==> src/hw/rtl/pipn_pkg.sv <==
// Shared widths, constants and types for the point-in-polygon nearest-edge block.
package pipn_pkg;

  localparam int COORD_W = 24;   // Q8.16 coordinates
  localparam int DIFF_W  = 25;   // difference of two coordinates
  localparam int OPND_W  = 26;   // multiplier operand
  localparam int PROD_W  = 52;   // multiplier product and small sums
  localparam int HALF_W  = 25;   // half of the cross-product magnitude
  localparam int SQ_W    = 50;   // squared distance, square root input
  localparam int DVD_W   = 100;  // squared cross product
  localparam int DIST_W  = 25;
  localparam int EDGE_W  = 12;
  localparam int THR_W   = 16;

  localparam logic [THR_W-1:0]  THR_RESET     = 16'd655;
  localparam logic [DIST_W-1:0] DIST_ALL_ONES = '1;

  typedef logic signed [DIFF_W-1:0] diff_t;
  typedef logic signed [OPND_W-1:0] opnd_t;
  typedef logic signed [PROD_W-1:0] prod_t;

endpackage

==> src/hw/rtl/pipn_mul.sv <==
// Shared signed multiplier with registered product.
module pipn_mul (
  input  logic                  clk_i,
  input  pipn_pkg::opnd_t       a_i,
  input  pipn_pkg::opnd_t       b_i,
  output pipn_pkg::prod_t       p_o
);

  pipn_pkg::prod_t p_q;

  always_ff @(posedge clk_i) begin
    p_q <= a_i * b_i;
  end

  assign p_o = p_q;

endmodule

==> config.mk <==
export PLATFORM = sky130hd
export DESIGN_NAME = pipn_mul
export DESIGN_NICKNAME = d
export VERILOG_FILES = /design/src/hw/rtl/pipn_pkg.sv /design/src/hw/rtl/pipn_mul.sv
export SDC_FILE = /design/constraint.sdc
export NUM_CORES = 2
export LEC_CHECK = 0
export BUFFER_PORTS_ARGS = -buffer_cell sky130_fd_sc_hd__buf_4
export CORE_MARGIN = 2
export CORE_UTILIZATION = 58
export DETAILED_ROUTE_END_ITERATION = 8
export GPL_TIMING_DRIVEN = 0
export PLACE_DENSITY = 0.88
export SYNTH_ARGS = -nofsm -noshare
export SYNTH_HDL_FRONTEND = slang
export SYNTH_SLANG_ARGS = --single-unit
==> constraint.sdc <==
create_clock -name clk_i -period 9.6 [get_ports clk_i]
set_input_delay 0.48 -clock clk_i [delete_from_list [all_inputs] [get_ports clk_i]]
set_output_delay 0.48 -clock clk_i [all_outputs]
set_load 0.02 [all_outputs]
==> metrics.md <==
| Metric | Value |
|---|---|
| IO Port Bufs | `95` |
| Max Freq | `0.120 GHz` |
| Number of library cell types mapped by synthesis | `between 50 and 60` |
| Crit Path Max Fanout | `11` |
| WL/cell | `21.7 µm` |
| Max Cap Viol | `0` |
| Top cell type's share of synthesized area | `a little under three fifths` |
| Vias in the first global route | `around 22000` |
| Global Route Usage Sum | `approximately a third` |
| Via count | `roughly 20000` |
| GP Congestion | `~1.1` |
| Most frequent cells after synthesis | `inv_1 (737), fa_1 (710), nand2_1 (398), and2_1 (281), ha_1 (146)` |
| CP Cell Sequence | `buf_4 > clkbuf_1 > nand2_1 > inv_1 > fa_1 > fa_1 > fa_1 > inv_1 > fa_1 > inv_1 > fa_1 > inv_1 > fa_1 > inv_1 > ha_1 > nand2_1 > o21ai_0 > nor2_1 > o21ai_0 > a221oi_1 > a211oi_1 > nor3_1 > nand4bb_1` |
| CP Launch Point | `a_i[25]` |
| Die Width | `about 210 µm` |
| Congestion Overflow GR | `0` |
| Routed wire length | `~75000 µm` |
| Slowest cell on crit path | `fa_1` |
| Initial core utilization | `approximately three fifths` |
| Setup Fix Bufs, Post-CTS | `0` |
| Most Frequent Cell on Critical Path | `fa_1` |
| First-pass GRT wire length | `119000 µm` |
| Final setup vio count | `0` |
| Area grow syn2layout | `6.29%` |
| EDFF count, synth | `0` |
| H-tree levels | `2` |
| FP Rows | `between 70 and 80` |
| Cts bufs inserted | `5` |
| Delay-heaviest family, CP | `adder cells` |
| Arrival @ worst endpoint | `~8.6 ns` |
| Setup TNS Final | `0 ns` |
| CP required | `around 9.8 ns` |
| Worst Hold Class | `primary input to register` |
| Num ports | `roughly 110` |
| Starting DRC count in detailed routing | `approximately 1800` |
| Status | `finished clean` |
| Register area share after synthesis | `4.06%` |
| Mapped cell area | `roughly 26000 µm²` |
| Core area | `43900 µm²` |
| Cells after Synth | `between 2000 and 3000` |
| Hold Fails Final Rpt | `0` |
| First-pass DRT Iterations | `6` |
| Layout cells sized above 1 | `approximately 4.2%` |
| RSZ-0062 raised after global routing | `false` |
| Syn avg cell area | `9.27 µm²` |
| Syn nets | `roughly 3700` |
| Antenna Nets Post-Route | `0` |
| Largest net degree at the start of global routing | `19` |
| Critical path launch point type | `primary input` |
| Ranking of synthesized cells by area | `fa_1 (55%), inv_1 (11%), ha_1 (7.1%)` |
| Final nets | `3774` |
| Clock Path Buffers | `2` |
| Max FFs per register | `52` |
| Resize count post-CTS | `0` |
| Hold_buf cts | `0` |
| Clock Tree Root | `clkbuf_16` |
| YS warnings | `0` |
| DRC viols | `0` |
| Buffers plus inverters on the worst setup path | `7` |
| Worst Max-Slew Pin Slew | `approximately 0.99 ns` |
| Setup CP Type | `primary input to register` |
| Sink Count | `between 50 and 60` |
| Clock Pin Slew Worst Setup and Hold Paths | `roughly 0.080 ns` |
| Period utilization | `approximately 87%` |
| Die ar. | `45900 µm²` |
| Critical Path End | `p_o[51]$_DFF_P_` |
| Delay of the slowest critical-path stage | `roughly 1.1 ns` |
| Routed vias/inst | `between 5 and 6` |
| CTS tree | `built` |
| Cell accounting for the most synthesized area | `fa_1` |
| Most common cell in the netlist | `inv_1` |
| Tmin final | `roughly 8.3 ns` |
| Vert. Die Dim | `~210 µm` |
| Initial antenna violation count | `4` |
| Most used DFF post-synth | `dfxtp_1` |
| Count of final max-slew check failures | `0` |
| Post-synth ARST share | `0%` |
| Max_slew headroom | `between 30% and 40%` |
| CP Capture Type | `register` |
| Critical path depth | `23` |
| Dpl hpwl | `about 64000 µm` |
| #FFs+latches synth | `52` |
## worst min-delay path by stage
stage            from              to  slack, ns  cells past startpoint
2_1_floorplan  b_i[0]  p_o[0]$_DFF_P_       0.61                      1
3_3_place_gp   b_i[0]  p_o[0]$_DFF_P_       0.80                      2
3_5_place_dp   b_i[0]  p_o[0]$_DFF_P_       0.81                      2
4_1_cts        b_i[0]  p_o[0]$_DFF_P_       0.47                      2
5_1_grt        b_i[0]  p_o[0]$_DFF_P_       0.49                      2
6_report       b_i[0]  p_o[0]$_DFF_P_       0.48                      2
## cell usage in the layout (no fill, tap or decap), types with 4 or more instances in the layout
master     instances
clkbuf_1         122
fa_1             710
clkbuf_16          5
o211ai_1           7
dfxtp_1           52
and2_1           281
buf_4             95
ha_1             146
a211oi_1           8
a21o_1            18
nand4_1           11
xnor2_1           46
o21bai_1           8
o21a_1             4
a21oi_1           55
nor3_1             4
a31oi_1            4
o21ai_0           25
nand3_1           11
nand2b_1           7
inv_1            737
nor2_1            50
xor2_1            11
nand2_1          398
## layer usage
layer / global-route usage, % / vias to the layer above / wire [µm]
li1: - / 8092 / -
met1: 41.5 / 9950 / 25000
met2: 55.1 / 1333 / 35700
met3: 7.91 / 364 / 8510
met4: 22.4 / 2 / 5920
met5: 0 / - / 21
## logic make-up after synthesis
kind of cell	synth area share (%)
xor+xnor	1.95
simple gates	14.6
buf+inv	12.6
compound gates	4.17
fa+ha+maj	62.6
flops	4.06
## cell type report
cell class              count  area, µm²
inverters                 737       2770
well taps                 592        741
multi-input cells        1851      21300
clock inverters             3       27.5
flip-flops and latches     52       1040
clock buffers               5        125
plain buffers             123        463
fillers                  3479      16700
diodes                      2       5.00
repair buffers             95        713
## metrics by stage
step	area, µm²	hold WS, ns	util [%]	worst slack, ns	cells
2_1_floorplan	25600	0.607	-	2.69	2763
3_3_place_gp	27100	0.803	61.6	1.20	3450
3_5_place_dp	27100	0.807	61.6	1.05	3450
4_1_cts	27200	0.467	62.0	1.35	3458
5_1_grt	27200	0.485	62.0	0.755	3458
6_report	27200	0.477	62.0	1.25	3460
Power is left out: the tool's default activity adds up to more than one toggle a clock period on the data nets, which glitch-free logic cannot reach.
