### src/hw/rtl/pipn_pkg.sv
// Shared widths, constants and types for the point-in-polygon nearest-edge block.
package pipn_pkg;

  localparam int COORD_W = 24;   // Q8.16 coordinates
  localparam int DIFF_W  = 25;   // difference of two coordinates
  localparam int OPND_W  = 26;   // multiplier operand
  localparam int PROD_W  = 52;   // multiplier product and small sums
  localparam int HALF_W  = 25;   // half of the cross-product magnitude
  localparam int SQ_W    = 50;   // squared distance, square root input
  localparam int DVD_W   = 100;  // squared cross product
  localparam int DIST_W  = 25;
  localparam int EDGE_W  = 12;
  localparam int THR_W   = 16;

  localparam logic [THR_W-1:0]  THR_RESET     = 16'd655;
  localparam logic [DIST_W-1:0] DIST_ALL_ONES = '1;

  typedef logic signed [DIFF_W-1:0] diff_t;
  typedef logic signed [OPND_W-1:0] opnd_t;
  typedef logic signed [PROD_W-1:0] prod_t;

endpackage

### src/hw/rtl/pipn_div.sv
// Restoring divider, one quotient bit per cycle.
module pipn_div (
  input  logic                         clk_i,
  input  logic                         rst_ni,
  input  logic                         start_i,
  input  logic [pipn_pkg::DVD_W-1:0]   dividend_i,
  input  logic [pipn_pkg::SQ_W-1:0]    divisor_i,
  output logic                         done_o,
  output logic [pipn_pkg::SQ_W-1:0]    quot_o
);

  localparam int CW = $clog2(pipn_pkg::DVD_W);

  logic [pipn_pkg::DVD_W-1:0] dvd_q;
  logic [pipn_pkg::SQ_W-1:0]  dsr_q;
  logic [pipn_pkg::SQ_W-1:0]  rem_q;
  logic [pipn_pkg::SQ_W-1:0]  quot_q;
  logic [CW-1:0]              cnt_q;
  logic                       run_q;
  logic                       done_q;

  logic [pipn_pkg::SQ_W:0] rem_n;
  logic [pipn_pkg::SQ_W:0] rem_s;
  logic                    ge;

  always_comb begin
    rem_n = {rem_q, dvd_q[pipn_pkg::DVD_W-1]};
    ge    = rem_n >= {1'b0, dsr_q};
    rem_s = rem_n - {1'b0, dsr_q};
  end

  always_ff @(posedge clk_i or negedge rst_ni) begin
    if (!rst_ni) begin
      run_q  <= 1'b0;
      done_q <= 1'b0;
      cnt_q  <= '0;
    end else begin
      done_q <= 1'b0;
      if (start_i) begin
        run_q <= 1'b1;
        cnt_q <= '0;
      end else if (run_q) begin
        cnt_q <= cnt_q + 1'b1;
        if (cnt_q == CW'(pipn_pkg::DVD_W - 1)) begin
          run_q  <= 1'b0;
          done_q <= 1'b1;
        end
      end
    end
  end

  always_ff @(posedge clk_i) begin
    if (start_i) begin
      dvd_q  <= dividend_i;
      dsr_q  <= divisor_i;
      rem_q  <= '0;
      quot_q <= '0;
    end else if (run_q) begin
      dvd_q  <= {dvd_q[pipn_pkg::DVD_W-2:0], 1'b0};
      rem_q  <= ge ? rem_s[pipn_pkg::SQ_W-1:0] : rem_n[pipn_pkg::SQ_W-1:0];
      quot_q <= {quot_q[pipn_pkg::SQ_W-2:0], ge};
    end
  end

  assign done_o = done_q;
  assign quot_o = quot_q;

endmodule

### config.mk
export PLATFORM = sky130hd
export DESIGN_NAME = pipn_div
export DESIGN_NICKNAME = d
export VERILOG_FILES = /design/src/hw/rtl/pipn_pkg.sv /design/src/hw/rtl/pipn_div.sv
export SDC_FILE = /design/constraint.sdc
export NUM_CORES = 1
export LEC_CHECK = 0
export BUFFER_PORTS_ARGS = -buffer_cell sky130_fd_sc_hd__buf_2
export CAP_MARGIN = 40
export CORE_MARGIN = 2
export CORE_UTILIZATION = 52
export CTS_CLUSTER_DIAMETER = 40
export CTS_CLUSTER_SIZE = 10
export DETAILED_ROUTE_END_ITERATION = 10
export HOLD_SLACK_MARGIN = 0.12
export PLACE_DENSITY = 0.77
export SKIP_LAST_GASP = 1
export SLEW_MARGIN = 20
export SYNTH_ARGS = -nofsm -noshare
export SYNTH_HDL_FRONTEND = slang
export SYNTH_SLANG_ARGS = --single-unit
### constraint.sdc
create_clock -name clk_i -period 3.18 [get_ports clk_i]
set_input_delay 0.318 -clock clk_i [delete_from_list [all_inputs] [get_ports clk_i]]
set_output_delay 0.318 -clock clk_i [all_outputs]
set_load 0.1 [all_outputs]
==> out/qor.csv <==
metric,value,unit
Setup Crit Path Kind,flip-flop to flip-flop,
Area Overhead vs Synth,34.1,%
total power,0.0124,W
row count,58,
largest net degree at the start of global routing,115,
Fin Clk Skew,0.0198,ns
Worst IR Drop VDD,0.545,mV
GRT Util Overall,24.4,%
CTS H-tree lvls,2,
"Top cell by count, worst path",buf_4,
Worst Setup Start Kind,flip-flop,
r2r setup slk,0.05,ns
TritonCTS clock tree,yes,
synthesized flop and latch total,259,
area share of the largest cell type after synthesis,34.0,%
worst-path cell with the longest stage delay,edfxtp_1,
DRC Markers,0,
Pwr per Cell Area,697,nW/um2
CTS Root Buffer Type,clkbuf_16,
HP Start,dividend_i[28],
dominant cell type by area after synthesis,edfxtp_1,
crit path max fanout,3,
Syn Inst Count,1220,
HPWL after detailed placement,20400,um
max-slew violations,0,
Synth top cells by count,"nor2_1, edfxtp_1, dfxtp_1, mux2_2, a21oi_1",
worst slew pin tran,0.580,ns
die area,26800,um2
Placed Instance Area,14700,um2
R2R Path Start,dvd_q[99],
hold endpoint,dvd_q[28],
"Seq/Total Area, Yosys",50.8,%
Worst EP required,3.61,ns
final instance area,17800,um2
"Clk Latency, worst-skew pair",0.53,ns
Final Cycle Share,98.5,%
fin nets,1795,
R2R depth,16,
wire length per cell,16.9,um
first-pass GRT wire length,52800,um
outcome,finished clean,
critical path buffer and inverter count,4,
Worst slew margin,61.3,%
placed cell count,1723,
TritonCTS buffer count,41,
crit end category,flip-flop,
core region area,25100,um2
crit-path cells,inv_1 -> ha_2 -> inv_2 -> fa_2 -> a21o_1 -> a221o_1 -> buf_4 -> a31oi_2 -> o221ai_2 -> buf_4 -> nand3_1 -> o21ai_0 -> xnor2_1 -> nor2_1 -> a21oi_2 -> a211oi_2,
HP Class,input pin to flip-flop,
P_leak,8.04,nW
Pre-antenna DRT Iters,7,
Clock Tree Buf Depth,3,
family with the most delay on the worst path,compound AO/OA/AOI/OAI gates,
Critical Path Max Stage Delay,0.37,ns
Synth Net Count,1425,
Non-Filler Instances,1955,
input/output buffers,203,
Worst path depth,16,
Yosys Warn Count,0,
cell with the most instances after synthesis,nor2_1,
cell area after synthesis,13200,um2
"CTS clk-pin slew, worst paths",0.06,ns
initial antenna violation count,3,
fraction of registers with async set or reset after synthesis,3.47,%
vias per cell,5.44,
Post-synth top flop,edfxtp_1,
Critical Path AT,3.56,ns
gr ovfl total,0,
Period minus WS final,3.13,ns
count of cell types in the netlist,67,
GPL Wtd Cong,0.908,
I/O pin count,204,
Post-synth EDFFs,150,
DR vias,10600,
Routed WL,33000,um
"Hold Vio Cnt, Final",0,
R2R Path End,rem_q[16],
hold depth,2,
unrepaired setup endpoints after global routing,yes,
vias in the first global route,10500,
chip width,164,um
Die Span Y,164,um
Finished Core Util,70.8,%
clock sink total,259,
Starting DRT DRC Count,820,
share of layout cells above drive strength 1,28.0,%
Initial Util,52.7,%
largest cells by area after synthesis,"edfxtp_1, dfxtp_1, mux2_2",
ANT nets after route,0,
FMAX,0.319,GHz
mean area per synthesized cell,10.9,um2
Max Cap Violations,0,
Final setup viols,0,
-- worst register-to-register path, stage by stage, from the launching register on --
cell      delay (ns)
edfxtp_1        0.37
inv_1           0.07
ha_2            0.18
inv_2           0.04
fa_2            0.34
a21o_1          0.20
a221o_1         0.33
buf_4           0.16
a31oi_2         0.19
o221ai_2        0.14
buf_4           0.18
nand3_1         0.10
o21ai_0         0.10
xnor2_1         0.15
nor2_1          0.16
a21oi_2         0.07
a211oi_2        0.27
-- power by group --
part	leakage, nW	switching (W)	total [W]	internal, W
sequential	2.48	0.000254	0.00424	0.00399
clock	0.649	0.00162	0.00434	0.00272
combinational	4.91	0.00203	0.00381	0.00177
-- cell type report --
type | instances | area, um2
Fill cell | 1752 | 7340
Sequential cell | 259 | 6740
Multi-Input combinational cell | 826 | 6080
Timing Repair Buffer | 399 | 2950
Clock buffer | 57 | 1150
Tap cell | 330 | 413
Inverter | 63 | 236
Clock inverter | 19 | 203
Antenna cell | 2 | 5.00
-- placed cells by master, fill, tap and decap left out, drive strengths merged, types with 11 or more instances in the layout --
master / netlist / final
a211oi: 45 / 45
a21o: 30 / 30
a21oi: 91 / 91
a31oi: 11 / 11
buf: 23 / 251
clkbuf: 49 / 57
dfxtp: 100 / 100
dlygate4sd3: 0 / 148
edfxtp: 150 / 150
ha: 51 / 51
inv: 63 / 67
mux2: 102 / 102
mux2i: 64 / 64
nand2: 48 / 48
nand3: 20 / 20
nand4: 16 / 16
nor2: 160 / 160
o21ai: 31 / 31
o21bai: 12 / 12
xnor2: 28 / 28
xor2: 19 / 19
-- state kept, by name (all words and copies together), names as in the netlist --
signal  cells
rem_q      50
dsr_q      50
dvd_q     100
run_q       1
quot_o     50
cnt_q       7
done_o      1
-- cell families (layout without fill, tap and decap cells) --
logic type	count (synthesis)	count (layout)	share of synthesized area, %
and+or+nand+nor	295	295	10.1
adders and majority gates	52	52	4.97
muxes	166	166	13.5
other	0	2	0
AOI/OAI and AO/OA	266	266	13.4
DFF	259	259	50.8
xor gates and xnor gates	47	47	3.11
buffers and inverters	135	538	4.10
-- worst max path at each step --
stage               slack, ns  startpoint        end
floorplan                0.19   dvd_q[99]  rem_q[42]
global placement        -0.06   dvd_q[99]  rem_q[42]
detailed placement      -0.15   dvd_q[99]  rem_q[42]
CTS                     -0.01   dvd_q[99]  rem_q[42]
global route            -0.10   dvd_q[99]  rem_q[16]
finish                   0.05   dvd_q[99]  rem_q[16]
-- through the flow --
stage	setup slack [ns]	TNS [ns]	hold WS [ns]
3_5_place_dp	-0.145	-0.483	0.181
4_1_cts	-0.0116	-0.0116	0.122
5_1_grt	-0.105	-0.294	0.125
3_3_place_gp	-0.0591	-0.123	0.176
2_1_floorplan	0.190	0	0.0224
6_report	0.0465	0	0.144
-- repair_timing --
item / CTS / global route
endpoints found under the setup margin: 12 / 48
hold buffers: 147 / 1
pin swaps: 4 / 12
buffers inserted: 2 / 3
resized for setup: 6 / 22
hold endpoints to repair: 155 / 1
-- layer usage --
layer | up-vias | global-route usage [%] | wire [um]
li1 | 5184 | - | -
met1 | 4992 | 31.1 | 14000
met2 | 391 | 41.4 | 16000
met3 | 66 | 5.84 | 2190
met4 | 2 | 6.78 | 811
met5 | - | 0 | 13
(Power assumes the default switching activity.)
