--- src/hw/rtl/pipn_pkg.sv ---
// Shared widths, constants and types for the point-in-polygon nearest-edge block.
package pipn_pkg;

  localparam int COORD_W = 24;   // Q8.16 coordinates
  localparam int DIFF_W  = 25;   // difference of two coordinates
  localparam int OPND_W  = 26;   // multiplier operand
  localparam int PROD_W  = 52;   // multiplier product and small sums
  localparam int HALF_W  = 25;   // half of the cross-product magnitude
  localparam int SQ_W    = 50;   // squared distance, square root input
  localparam int DVD_W   = 100;  // squared cross product
  localparam int DIST_W  = 25;
  localparam int EDGE_W  = 12;
  localparam int THR_W   = 16;

  localparam logic [THR_W-1:0]  THR_RESET     = 16'd655;
  localparam logic [DIST_W-1:0] DIST_ALL_ONES = '1;

  typedef logic signed [DIFF_W-1:0] diff_t;
  typedef logic signed [OPND_W-1:0] opnd_t;
  typedef logic signed [PROD_W-1:0] prod_t;

endpackage

--- src/hw/rtl/pipn_isqrt.sv ---
// Digit-by-digit integer square root, one result bit per cycle.
module pipn_isqrt (
  input  logic                          clk_i,
  input  logic                          rst_ni,
  input  logic                          start_i,
  input  logic [pipn_pkg::SQ_W-1:0]     val_i,
  output logic                          done_o,
  output logic [pipn_pkg::DIST_W-1:0]   root_o
);

  localparam int STEPS = pipn_pkg::SQ_W / 2;
  localparam int CW    = $clog2(STEPS);

  logic [pipn_pkg::SQ_W-1:0] x_q;
  logic [pipn_pkg::SQ_W-1:0] r_q;
  logic [pipn_pkg::SQ_W-1:0] bit_q;
  logic [CW-1:0]             cnt_q;
  logic                      run_q;
  logic                      done_q;

  logic [pipn_pkg::SQ_W:0] t;
  logic                    ge;

  always_comb begin
    t  = {1'b0, r_q} + {1'b0, bit_q};
    ge = {1'b0, x_q} >= t;
  end

  always_ff @(posedge clk_i or negedge rst_ni) begin
    if (!rst_ni) begin
      run_q  <= 1'b0;
      done_q <= 1'b0;
      cnt_q  <= '0;
    end else begin
      done_q <= 1'b0;
      if (start_i) begin
        run_q <= 1'b1;
        cnt_q <= '0;
      end else if (run_q) begin
        cnt_q <= cnt_q + 1'b1;
        if (cnt_q == CW'(STEPS - 1)) begin
          run_q  <= 1'b0;
          done_q <= 1'b1;
        end
      end
    end
  end

  always_ff @(posedge clk_i) begin
    if (start_i) begin
      x_q   <= val_i;
      r_q   <= '0;
      bit_q <= {2'b01, {(pipn_pkg::SQ_W-2){1'b0}}};
    end else if (run_q) begin
      if (ge) begin
        x_q <= x_q - t[pipn_pkg::SQ_W-1:0];
        r_q <= (r_q >> 1) + bit_q;
      end else begin
        r_q <= r_q >> 1;
      end
      bit_q <= bit_q >> 2;
    end
  end

  // root of a 50-bit value is below 2^25
  assign done_o = done_q;
  assign root_o = r_q[pipn_pkg::DIST_W-1:0];

endmodule

--- config.mk ---
export PLATFORM = sky130hd
export DESIGN_NAME = pipn_isqrt
export DESIGN_NICKNAME = d
export VERILOG_FILES = /design/src/hw/rtl/pipn_pkg.sv /design/src/hw/rtl/pipn_isqrt.sv
export SDC_FILE = /design/constraint.sdc
export NUM_CORES = 1
export LEC_CHECK = 0
export BUFFER_PORTS_ARGS = -buffer_cell sky130_fd_sc_hd__buf_4
export CAP_MARGIN = 20
export CORE_MARGIN = 4
export CORE_UTILIZATION = 60
export CTS_CLUSTER_SIZE = 24
export DETAILED_ROUTE_END_ITERATION = 12
export GPL_TIMING_DRIVEN = 0
export PLACE_DENSITY = 0.91
export RECOVER_POWER = 100
export SYNTH_ARGS = -nofsm -noshare
export SYNTH_HDL_FRONTEND = slang
export SYNTH_SLANG_ARGS = --single-unit
--- constraint.sdc ---
create_clock -name clk_i -period 10.9 [get_ports clk_i]
set_clock_uncertainty 0.1 [all_clocks]
set_input_delay 1.09 -clock clk_i [delete_from_list [all_inputs] [get_ports clk_i]]
set_output_delay 1.09 -clock clk_i [all_outputs]
set_load 0.01 [all_outputs]
==> results of run 1 <==
power groups by stage:
stage / clock [W] / sequential [W] / combinational [W]
after floorplan: 0 / 0.000771 / 0.00147
after global placement: 0 / 0.000808 / 0.00186
after detailed placement: 0 / 0.000789 / 0.00193
after CTS: 0.000561 / 0.000783 / 0.00195
after global routing: 0.000589 / 0.000796 / 0.00214
final: 0.000565 / 0.000786 / 0.00197
sequential cells by signal (all words and copies together) (netlist names):
name and flops:
bit_q 25, run_q 1, r_q 50, cnt_q 5, done_o 1, x_q 50
routing by layer:
layer | track usage | wire length, um | share of wire | vias to the layer above
met5 | 0 | 0 | 0 | -
met4 | 0.142 | 1480 | 0.042 | 0
met3 | 0.0679 | 3550 | 0.10 | 133
met2 | 0.507 | 16300 | 0.46 | 736
met1 | 0.404 | 14200 | 0.40 | 5517
li1 | - | - | - | 5536
layout make-up:
cell class	instances	area, um2	share of cell area
Buffer	110	523	0.0395
Multi-Input combinational cell	1186	7930	0.599
Sequential cell	132	3180	0.240
Clock buffer	25	517	0.0390
Tap cell	265	332	0.0250
Clock inverter	7	42.5	0.00321
Timing Repair Buffer	78	591	0.0446
Inverter	33	124	0.00936
metrics by stage:
step | utilization | cell area [um2] | hold WS [ns] | total power [W] | setup slack [ns]
6_report | 0.682 | 13200 | 0.437 | 0.00332 | 2.31
4_1_cts | 0.686 | 13300 | 0.357 | 0.00330 | 3.78
3_5_place_dp | 0.657 | 12800 | 0.425 | 0.00272 | 3.81
5_1_grt | 0.682 | 13200 | 0.468 | 0.00352 | 1.99
2_1_floorplan | - | 11800 | 0.378 | 0.00224 | 2.22
3_3_place_gp | 0.656 | 12700 | 0.405 | 0.00267 | -1.06
final timing paths:
| kind | slack, ns | to |
|---|---|---|
| hold reg to reg | 0.44 | r_q[0] |
| setup reg to reg | 2.31 | x_q[21] |
| max in group asynchronous | 9.98 | cnt_q[3] |
| hold / removal | 0.44 | r_q[0] |
| setup / recovery | 2.31 | x_q[21] |
| min in group asynchronous | 0.45 | done_o |
cells by family after synthesis:
kind of cell | Yosys count
AOI/OAI and AO/OA | 467
xor gates and xnor gates | 137
adders and majority gates | 105
buffers and inverters | 143
DFF | 132
muxes | 33
and+or+nand+nor | 444
placed cells by master (no fill, tap or decap), types with 14 or more instances in the layout:
cell type	netlist	layout
a31oi_1	46	46
nand2_1	155	155
buf_4	27	77
a211oi_1	34	35
ha_1	104	104
clkbuf_4	0	25
dfxtp_1	75	75
xor2_1	55	55
clkbuf_1	64	78
clkbuf_16	0	18
nand4_1	26	26
nor2b_1	14	14
a21o_1	52	52
mux2i_1	30	30
inv_1	32	32
xnor2_1	82	82
nand3_1	27	27
o21ai_0	121	123
a21oi_1	79	79
edfxtp_1	50	50
nor3_1	24	24
o21bai_1	14	14
nor2_1	141	143
worst max-delay path: cells and delay by family (launching register included):
| kind | cells | cell delay (ns) |
|---|---|---|
| AOI/OAI and AO/OA | 12 | 4.89 |
| DFF | 1 | 0.38 |
| and+or+nand+nor | 4 | 0.66 |
| buffers and inverters | 4 | 1.61 |
| adders and majority gates | 2 | 0.67 |
==> results.md, run 1 <==
* Non-filler cells, final at 1836
* Slowest cell on crit path: a221oi_1
* Wire length of the first global-routing pass at 56000 um
* XOR/XNOR Fraction of Synth Area at 0.102
* Die H at 148 um
* TritonCTS clock tree: yes
* N_diodes at 0
* Tot GR Track Use at 0.314
* Hold Crit Class: flop to flop
* Psw at 0.00155 W
* Synth cell count leaders: nand2_1 (155), nor2_1 (141), o21ai_0 (121)
* Vias post-DR at 11922
* Ranking of synthesized cells by area: dfxtp_1 (13%), edfxtp_1 (13%), ha_1 (11%)
* Critical path capture point type: flop
* Setup TNS at 0 ns
* Fin. max-slew vios at 9
* Post-route ant nets at 0
* Worst-path cell chain: ha_1 -> nand3_1 -> a211oi_1 -> a211oi_1 -> o31a_1 -> o41ai_1 -> a211o_1 -> o311a_1 -> a31oi_1 -> a221o_1 -> ha_1 -> clkbuf_1 -> nand3_1 -> nor2_1 -> a211oi_1 -> o221ai_1 -> a221oi_1 -> or2_0 -> clkbuf_1 -> clkbuf_1 -> o21ai_4 -> buf_12
* Post_cts resized at 0
* Crit path kind: flop to flop
* Routability Congestion at 0.991
* Initial antenna violation count at 0
* PwrDens at 251 mW/mm2
* Synth area leader: dfxtp_1
* Status: finished, violations left
* Root buffer cell: clkbuf_16
* Final wirelength at 35500 um
* LEAKAGE at 5.53 nW
* IO Pins at 79
* Post-CTS Hold Buffers at 0
* Cell count after synthesis at 1461
* Period utilisation layout at 0.788
* Int Power at 0.00177 W
* FILL cells at 1615
* EDFF count, synth at 50
* FMAX at 0.116 GHz
* Initial Util at 0.609
* Skew-Pair Late Insertion Delay at 0.43 ns
* Switching power share of the total at 0.468
* Main combinational cell family by area after synthesis: compound AO/OA/AOI/OAI gates
* Die area at 0.0220 mm2
* DRT Pass-1 Iters at 5
* Top-area cell type share of the netlist area at 0.127
* Sequential-to-total area share from yosys stat at 0.269
* Nets@finish at 1716
* Post-DP HPWL at 26100 um
* Gate power share at 0.593
* Worst setup SP type: flop
* Top-count cell post-synth: nand2_1
* Maximum root-to-sink buffer count at 2
* DRC viols at 0
* Core Rows at 51
* Crit path DAT at 8.67 ns
* Hold Path Cell Cnt at 2
* Share of synthesized registers carrying an async set or reset at 0.0530
* CORE AREA at 0.0194 mm2
* Endpoints failing setup at 0
* Synth Register Bits at 132
* Placed insts at 1804
* Initial drt markers at 1318
* Critical path fanouts, max at 28
* Worst-margin pin slew at 1.64 ns
* Final Hold Viols at 0
* Slew Limit Headroom at -0.0943
* Synth Area in Simple Gates at 0.170
* Failing checks: slew limit
* Max IR drop VDD at 0.000184 V
* Drt via density at 6.49
* H-Tree Depth at 4
* # Max-Cap Violations at 0
* Sequential power share at 0.237
* Worst endpoint required time at 10.98 ns
* Synth Flop Type: dfxtp_1
* Post-synthesis mux area share at 0.0283
* CTS sink cnt at 132
* Worst path max stage delay at 1.26 ns
* Area growth syn-to-layout at 12.1%
* Unique masters post-synth at 77
* CP Launch Point: r_q[2]
* Port bufs at 77
* Path depth of the worst reg2reg path at 22
* Clock Power Share at 0.170
* Post-Synth Adder-Cell Area at 0.112
* YS warnings at 0
* Final Critical Period at 8.59 ns
* Die width at 148 um
* Vias in the first global route at 11323
* Number of buffers created by CTS at 17
* HP Start: r_q[0]
* Global route total overflow at 0
* CTS clk-pin slew, worst paths at 0.06 ns
* RSZ-0062 raised after global routing: false
* Reg-to-reg startpoint: r_q[2]
* Compound-gate portion of the synthesized area at 0.262
* Proportion of layout cells with a drive suffix above 1 at 0.104
* Mapped Nets at 1619
* Setup bufs post-CTS at 0
* Largest net degree at the start of global routing at 29
* Mapped Area at 0.0118 mm2
* Synthesized area per cell at 8.09 um2
* Drt wl/cell at 19.3 um
Note: power is estimated with default switching activity, not from simulation.
==> run 2, diff against run 1 <==
==> constraint.sdc (replaced) <==
create_clock -name clk_i -period 8 [get_ports clk_i]
set_clock_uncertainty 0.1 [all_clocks]
set_input_delay 0.8 -clock clk_i [delete_from_list [all_inputs] [get_ports clk_i]]
set_output_delay 0.8 -clock clk_i [all_outputs]
set_load 0.01 [all_outputs]
==> results.md, run 2 (same netlist as run 1, synthesis figures left out) <==
* Fin area at 0.0133 mm2 (+0.53%)
* Path depth of the worst reg2reg path at 22 (unchanged)
* FILL cells at 1576 (-2.4%)
* Drt wl/cell at 19.2 um (-0.93%)
* Hold WS at 0.158 ns (-0.279 ns)
* Psw at 0.00213 W (+37%)
* Wire length of the first global-routing pass at 56300 um (+0.54%)
* Commonest non-fill, non-tap cell in the layout: nand2_1
* Pre-CTS WS at 0.862 ns (-2.95 ns)
* Slew Limit Headroom at 0.233 (+0.327)
* Final wirelength at 35200 um (-0.93%)
* Switching power share of the total at 0.462 (-0.00600)
* Die area at 0.0220 mm2 (unchanged)
* Post_cts resized at 0 (unchanged)
* Core Rows at 51 (unchanged)
* Worst setup SP type: flop
* Global route total overflow at 0 (unchanged)
* Post-route ant nets at 0 (unchanged)
* Setup bufs post-CTS at 0 (unchanged)
* Post-DP HPWL at 25800 um (-1.1%)
* CTS clk-pin slew, worst paths at 0.06 ns (about the same)
* Status: finished, final reports clean
* Register area at 0.00318 mm2 (unchanged)
* Crit path DAT at 7.50 ns (-1.17 ns)
* Root buffer cell: clkbuf_16
* Crit path kind: flop to flop
* Endpoints failing setup at 0 (unchanged)
* CTS sink cnt at 132 (unchanged)
* Port bufs at 77 (unchanged)
* Final Critical Period at 7.47 ns (-1.12 ns)
* N_diodes at 0 (unchanged)
* LEAKAGE at 5.55 nW (+0.38%)
* Reg2reg setup slack at 0.53 ns (-1.78 ns)
* PwrDens at 347 mW/mm2 (+38%)
* Final worst slack at 0.531 ns (-1.78 ns)
* Reg-to-reg startpoint: r_q[2]
* H-Tree Depth at 4 (unchanged)
* Fin. max-slew vios at 0 (-9)
* Initial antenna violation count at 0 (unchanged)
* # Max-Cap Violations at 0 (unchanged)
* Area growth syn-to-layout at 12.7%
* Worst-margin pin slew at 1.15 ns (-0.495 ns)
* Largest registers: r_q: 50 flops, x_q: 50 flops, bit_q: 25 flops
* Skew-Pair Late Insertion Delay at 0.45 ns (+0.02 ns)
* Initial drt markers at 1334 (+1.2%)
* Most frequent cells in the layout: nand2_1 (155), nor2_1 (143), o21ai_0 (124), ha_1 (104), xnor2_1 (82)
* Clock Power Share at 0.182 (+0.012)
* Post-CTS Hold Buffers at 0 (unchanged)
* Int Power at 0.00248 W (+40%)
* Drt via density at 6.47 (-0.40%)
* Die width at 148 um (unchanged)
* Largest net degree at the start of global routing at 27 (-6.9%)
* RR Endpoint: x_q[21]
* Die H at 148 um (unchanged)
* Routability Congestion at 1.02 (+2.8%)
* DRC viols at 0 (unchanged)
* RSZ-0062 raised after global routing: false
* Nets@finish at 1716 (unchanged)
* Maximum root-to-sink buffer count at 2 (unchanged)
* TritonCTS clock tree: yes
* Vias post-DR at 11874 (-0.40%)
* Critical path fanouts, max at 26 (-7.1%)
* Number of buffers created by CTS at 17 (unchanged)
* Vias in the first global route at 11336 (+0.11%)
* DRT Pass-1 Iters at 6 (+1)
* Initial Util at 0.609 (unchanged)
* Period utilisation layout at 0.934 (+0.146)
* Multi-input gate area at 0.00794 mm2 (+0.14%)
* Sequential power share at 0.231 (-0.006)
* Final Hold Viols at 0 (unchanged)
* Worst endpoint required time at 8.04 ns (-2.94 ns)
* Hold Crit Class: input pin to asynchronous set/reset pin
* Setup TNS at 0 ns (unchanged)
* Gate power share at 0.587 (-0.006)
* IO Pins at 79 (unchanged)
* Proportion of layout cells with a drive suffix above 1 at 0.105 (+0.000637)
* Placed insts at 1804 (unchanged)
* CORE AREA at 0.0194 mm2 (unchanged)
* Non-filler cells, final at 1836 (unchanged)
* Tot GR Track Use at 0.313 (about the same)
* Critical path capture point type: flop
* FMAX at 0.134 GHz (+15%)
* Placed Area at 0.0128 mm2 (unchanged)
* Max IR drop VDD at 0.000251 V (+36%)
run 2: power by group through the flow:
stage / combinational [W] / clock (W) / sequential, W
after floorplan: 0.00201 / 0 / 0.00104
after global placement: 0.00253 / 0 / 0.00109
after detailed placement: 0.00263 / 0 / 0.00107
after CTS: 0.00266 / 0.000832 / 0.00106
after global routing: 0.00295 / 0.000870 / 0.00108
final: 0.00271 / 0.000839 / 0.00107
run 2: metrics by stage:
stage               utilization  total power [W]
floorplan                     -          0.00305
global placement          0.656          0.00362
detailed placement        0.657          0.00370
CTS                       0.689          0.00456
global route              0.686          0.00490
finish                    0.686          0.00461
run 2: critical path, stage by stage, from the launching register on:
cell	delay [ns]
dfxtp_1	0.38
ha_1	0.38
nand3_1	0.09
a211oi_1	0.74
a211oi_1	0.27
o31a_1	0.42
o41ai_1	0.43
a211o_1	0.25
o311a_1	0.23
a31oi_1	0.15
xor2_1	0.22
ha_1	0.32
clkbuf_1	0.30
nand3_1	0.22
nor2_1	0.38
a211oi_1	0.16
o221ai_1	0.15
a221oi_4	0.14
or2_0	0.38
buf_6	0.21
buf_6	0.16
o21ai_4	0.73
buf_12	0.29
run 2: final cells by class:
cell class | instances | area share
multi-input combinational | 1186 | 0.597
sequential | 132 | 0.239
timing repair buffer | 78 | 0.0444
buffer | 110 | 0.0396
clock buffer | 19 | 0.0333
tap | 265 | 0.0249
clock inverter | 13 | 0.0129
inverter | 33 | 0.00931
run 2: per-layer routing:
| metal | up-vias | global-route usage | wire [um] |
|---|---|---|---|
| met5 | - | 0 | 0 |
| li1 | 5535 | - | - |
| met4 | 0 | 0.138 | 1340 |
| met3 | 146 | 0.0731 | 3480 |
| met2 | 710 | 0.522 | 16400 |
| met1 | 5483 | 0.389 | 14000 |
run 2: worst max path at each step:
| stage | slack [ns] | depth (start not counted) | start | endpoint |
|---|---|---|---|---|
| finish | 0.53 | 22 | r_q[2] | x_q[21] |
| global route | 0.22 | 22 | r_q[2] | x_q[25] |
| CTS | 0.81 | 22 | r_q[2] | x_q[25] |
| detailed placement | 0.86 | 22 | r_q[2] | x_q[25] |
| global placement | -1.74 | 21 | r_q[2] | x_q[21] |
| floorplan | 0.68 | 21 | r_q[2] | x_q[0] |
